<file path="src/rtl/rtnrp_sqrt.sv">
// Pipelined integer square root, one result bit per stage, with remainder.
module rtnrp_sqrt #(
   parameter int IN_W = 58
) (
   input  logic              clock,
   input  logic              en,
   input  logic [IN_W-1:0]   rad,
   output logic [IN_W/2-1:0] root,
   output logic [IN_W/2:0]   rem
);
   localparam int RW  = IN_W / 2;
   localparam int RMW = RW + 3;

   logic [RMW-1:0]  rem_ff  [RW];
   logic [RW-1:0]   root_ff [RW];
   logic [IN_W-1:0] x_ff    [RW];

   for (genvar g = 0; g < RW; g++) begin : g_stage
      logic [RMW-1:0]  src_rem;
      logic [RW-1:0]   src_root;
      logic [IN_W-1:0] src_x;
      logic [RMW-1:0]  t;
      logic [RMW-1:0]  trial;
      logic            ge;
      logic [RMW-1:0]  rem_in;
      logic [RW-1:0]   root_in;
      logic [IN_W-1:0] x_in;

      if (g == 0) begin : g_first
         assign src_rem  = '0;
         assign src_root = '0;
         assign src_x    = rad;
      end else begin : g_next
         assign src_rem  = rem_ff[g-1];
         assign src_root = root_ff[g-1];
         assign src_x    = x_ff[g-1];
      end

      always_comb begin
         t       = {src_rem[RW:0], src_x[IN_W-1 -: 2]};
         trial   = {1'b0, src_root, 2'b01};
         ge      = (t >= trial);
         rem_in  = ge ? (t - trial) : t;
         root_in = {src_root[RW-2:0], ge};
         x_in    = src_x << 2;
      end

      always_ff @(posedge clock) begin
         if (en) begin
            rem_ff[g]  <= rem_in;
            root_ff[g] <= root_in;
            x_ff[g]    <= x_in;
         end
      end
   end

   assign root = root_ff[RW-1];
   assign rem  = rem_ff[RW-1][RW:0];

endmodule

</file>
<file path="config.mk">
export PLATFORM = sky130hd
export DESIGN_NAME = rtnrp_sqrt
export DESIGN_NICKNAME = d
export VERILOG_FILES = /design/src/rtl/rtnrp_sqrt.sv
export SDC_FILE = /design/constraint.sdc
export NUM_CORES = 2
export LEC_CHECK = 0
export ABC_AREA = 0
export BUFFER_PORTS_ARGS = -buffer_cell sky130_fd_sc_hd__clkbuf_2
export CORE_MARGIN = 2
export CORE_UTILIZATION = 30
export CTS_BUF_LIST = sky130_fd_sc_hd__clkbuf_16
export CTS_CLUSTER_SIZE = 25
export DETAILED_ROUTE_END_ITERATION = 10
export GPL_TIMING_DRIVEN = 0
export SLEW_MARGIN = 20
export SYNTH_ARGS = -nofsm -noshare
export SYNTH_HDL_FRONTEND = slang
export SYNTH_SLANG_ARGS = --single-unit
</file>
<file path="constraint.sdc">
create_clock -name clock -period 4.2 [get_ports clock]
set_clock_uncertainty 0.1 [all_clocks]
set_input_delay 0 -clock clock [delete_from_list [all_inputs] [get_ports clock]]
set_output_delay 0 -clock clock [all_outputs]
set_load 0.005 [all_outputs]
</file>
==> summary.md <==
| Metric | Value |
|---|---|
| Status | completed |
| Mapped Area | 96,000 um^2 |
| Top-count cell post-synth | edfxtp_1 |
| Power Total | ~62 mW |
| Post-route clock period utilization | a little over nine tenths |
| Critical-path top delay cell | or3_1 |
| Setup-failing EPs final | 0 |
| Synth top area share | between 60 and 70% |
| Grt total ovfl | 0 |
| Die Wd | 570 um |
| Maximum fanout along the worst path | 10 |
| Crit path time final | 4060 ps |
| Bufs on Longest Clock Path | 4 |
| RSZ-0062 raised after global routing | false |
| GR Util All Layers | 12.0% |
| Sequential element share of the synthesized area | 64.9% |
| Placer Congestion | 0.925 |
| Largest net degree at the start of global routing | 99 |
| First-pass GRT wire length | 316,000 um |
| Post-synth top area cell | edfxtp_1 |
| Area of placed instances | 103,000 um^2 |
| Via count | 57,400 |
| Hpwl dp | ~140,000 um |
| Mapped Nets | 7,876 |
| Critical path required time | approximately 4800 ps |
| Iter 0 DRT Violations | 3,590 |
| Final core utilization | 35.2% |
| # rows | 207 |
| P_leak | 42.6 nW |
| Clk root buf | clkbuf_16 |
| WL per Instance | about 16 um |
| Slew @ Worst Pin | approximately 1100 ps |
| Mapped Avg Cell Area | 13.1 um^2 |
| H-tree depth | 4 |
| Reg area | 62,300 um^2 |
| Synth area leaders | edfxtp_1 (65%), ha_1 (6.1%), xnor2_1 (3.3%), xor2_1 (3.2%), a21oi_1 (2.3%) |
| CP Buf/Inv Count | 4 |
| Area growth, synth to finish | 16.7% |
| Critical Path Start Type | flip-flop |
| CP delay by family, top | simple AND/OR/NAND/NOR gates |
| Hold Vio Cnt, Final | 0 |
| Crit Path Class | reg2reg |
| Clock transition at path regs | 60 ps |
| Pwr dens | around 550 nW/um^2 |
| Max-cap violations | 0 |
| Chip Height | 570 um |
| Multi-input gate area | a little over 30,000 um^2 |
| Cells along the critical path | inv_1 -> ha_1 -> clkbuf_1 -> nor4b_1 -> nand4_1 -> or3_1 -> nand4_1 -> or2_1 -> clkbuf_2 -> clkbuf_2 -> nor2_1 -> a21oi_1 |
| Cell variety after synth | between 80 and 90 |
| Ant diodes | 0 |
| CTS tree | yes |
| Nets | 8,386 |
| Drt pass-1 iters | 6 |
| Remaining antenna violation count after routing | 0 |
| Full die area | 325,000 um^2 |
| Fill cell count | around 30,000 |
| Initial antenna violation count | 2 |
| Crit. End Element | flip-flop |
| EDFF count, synth | about 2,100 |
| Worst-Skew Late Latency | 930 ps |
| Hold Path Class | in2reg |
| Post-synthesis async set-or-reset flop share | 0% |
| Number of buffers created by CTS | 237 |
| Syn Inst Count | approximately 7,300 |
| Slew HR | between 20% and 30% |
| Peak supply drop | 368 uV |
| Top post-synthesis cells by count | edfxtp_1 (2,075), inv_1 (568), nand2_1 (521) |
| Core Region | 318,000 um^2 |
| DRT Wirelength | 199,000 um |
| Vias per cell | 4.69 |
| Setup TNS Final | 0 ps |
| Arr. time, crit path | 4650 ps |
| Initial core utilization | 30.2% |
| Post-synth top flop | edfxtp_1 |
| Design Area, Final | ~110,000 um^2 |
| Ports | 119 |
| Yosys warnings | 0 |
| F_max | 247 MHz |
| Seq cells post-synth | 2,075 |
| Drt drc | 0 |
| Vias in the first global route | 57,900 |
| Slew Limit Fails | 0 |
| Max incr delay on CP | 530 ps |
| PortBufs | 118 |
| Share of cells above drive strength 1 | 7.92% |
| TritonCTS Sinks | a little over 2,000 |
[cells by family (layout without fill, tap and decap cells)]
| family | after synthesis | after routing | share of synthesized area [%] |
|---|---|---|---|
| other | 1 | 1 | 0.00390 |
| multiplexers | 100 | 100 | 1.16 |
| buffers and inverters | 712 | 1420 | 2.80 |
| AND/OR/NAND/NOR | 1830 | 1830 | 9.31 |
| flip-flops | 2075 | 2075 | 64.9 |
| AO/OA/AOI/OAI | 1453 | 1453 | 9.28 |
| adder cells (fa/ha/maj) | 468 | 468 | 6.10 |
| XOR/XNOR | 709 | 709 | 6.47 |
[path summary, 6_finish.rpt]
kind                                      end       startpoint  slack (ps)  cells past startpoint
worst max-delay path            rem_ff[12][7]  root_ff[11][10]         140                     12
worst min-delay path              x_ff[0][34]          rad[34]         230                      3
worst max register to register  rem_ff[12][7]  root_ff[11][10]         140                     12
worst min register to register   x_ff[20][42]     x_ff[19][40]         280                      0
[through the flow]
step / setup WS (ps) / hold WS, ps / instances
floorplan: 783 / -1.13 / 7348
global placement: -33740 / 76.3 / 11600
detailed placement: -805 / 78.6 / 11700
CTS: 4.05 / 123 / 12200
global route: 3.37 / 174 / 12200
finish: 144 / 227 / 12200
[metal layers]
metal	share of wire [%]	GRT usage, %	wire length, um
met3	4.6	1.88	9100
met1	44	15.2	87100
met5	0	0	0
met2	47	20.1	93800
met4	4.6	5.44	9070
[power breakdown]
group | switching [mW] | total [mW] | leakage [nW] | internal [mW]
combinational | 7.25 | 12.7 | 18.7 | 5.42
clock | 8.46 | 20.9 | 3.95 | 12.4
sequential | 1.74 | 28.2 | 20.0 | 26.4
[sequential cells by signal, summed over array words and instances, names as in the netlist]
signal	cells
rem_ff	828
x_ff	812
root_ff	435
[worst register-to-register path, cell delays in order, from the launching register on]
cell      delay (ps)
edfxtp_1         490
inv_1             80
ha_1             270
clkbuf_1         250
nor4b_1          480
nand4_1          300
or3_1            530
nand4_1          160
or2_1            140
clkbuf_2         290
clkbuf_2         340
nor2_1            70
a21oi_1          310
[final cells by class]
type                       instances  area share [%]
buffer                           137           0.504
clock buffer                     241            5.38
clock inverter                   196            1.73
inverter                         575            1.93
multi-input combinational       4561            27.8
sequential                      2075            55.6
tap                             4180            4.67
timing repair buffer             271            2.42
[cells in the final DEF (no fill, tap or decap), types with 243 or more instances in the layout]
cell,Yosys,layout
nand2_1,521,521
edfxtp_1,2075,2075
nor2_1,432,431
ha_1,468,468
xor2_1,346,346
inv_1,568,593
xnor2_1,363,363
clkbuf_16,0,243
a21oi_1,450,450
o21ai_0,274,270
[what timing repair did]
item,CTS,global route
endpoints found under the hold margin,192,0
cloned,0,2
buffers inserted,0,0
endpoints found under the setup margin,127,200
resized for setup,24,31
hold buffers,124,0
Power figures use the tool's default switching activity.
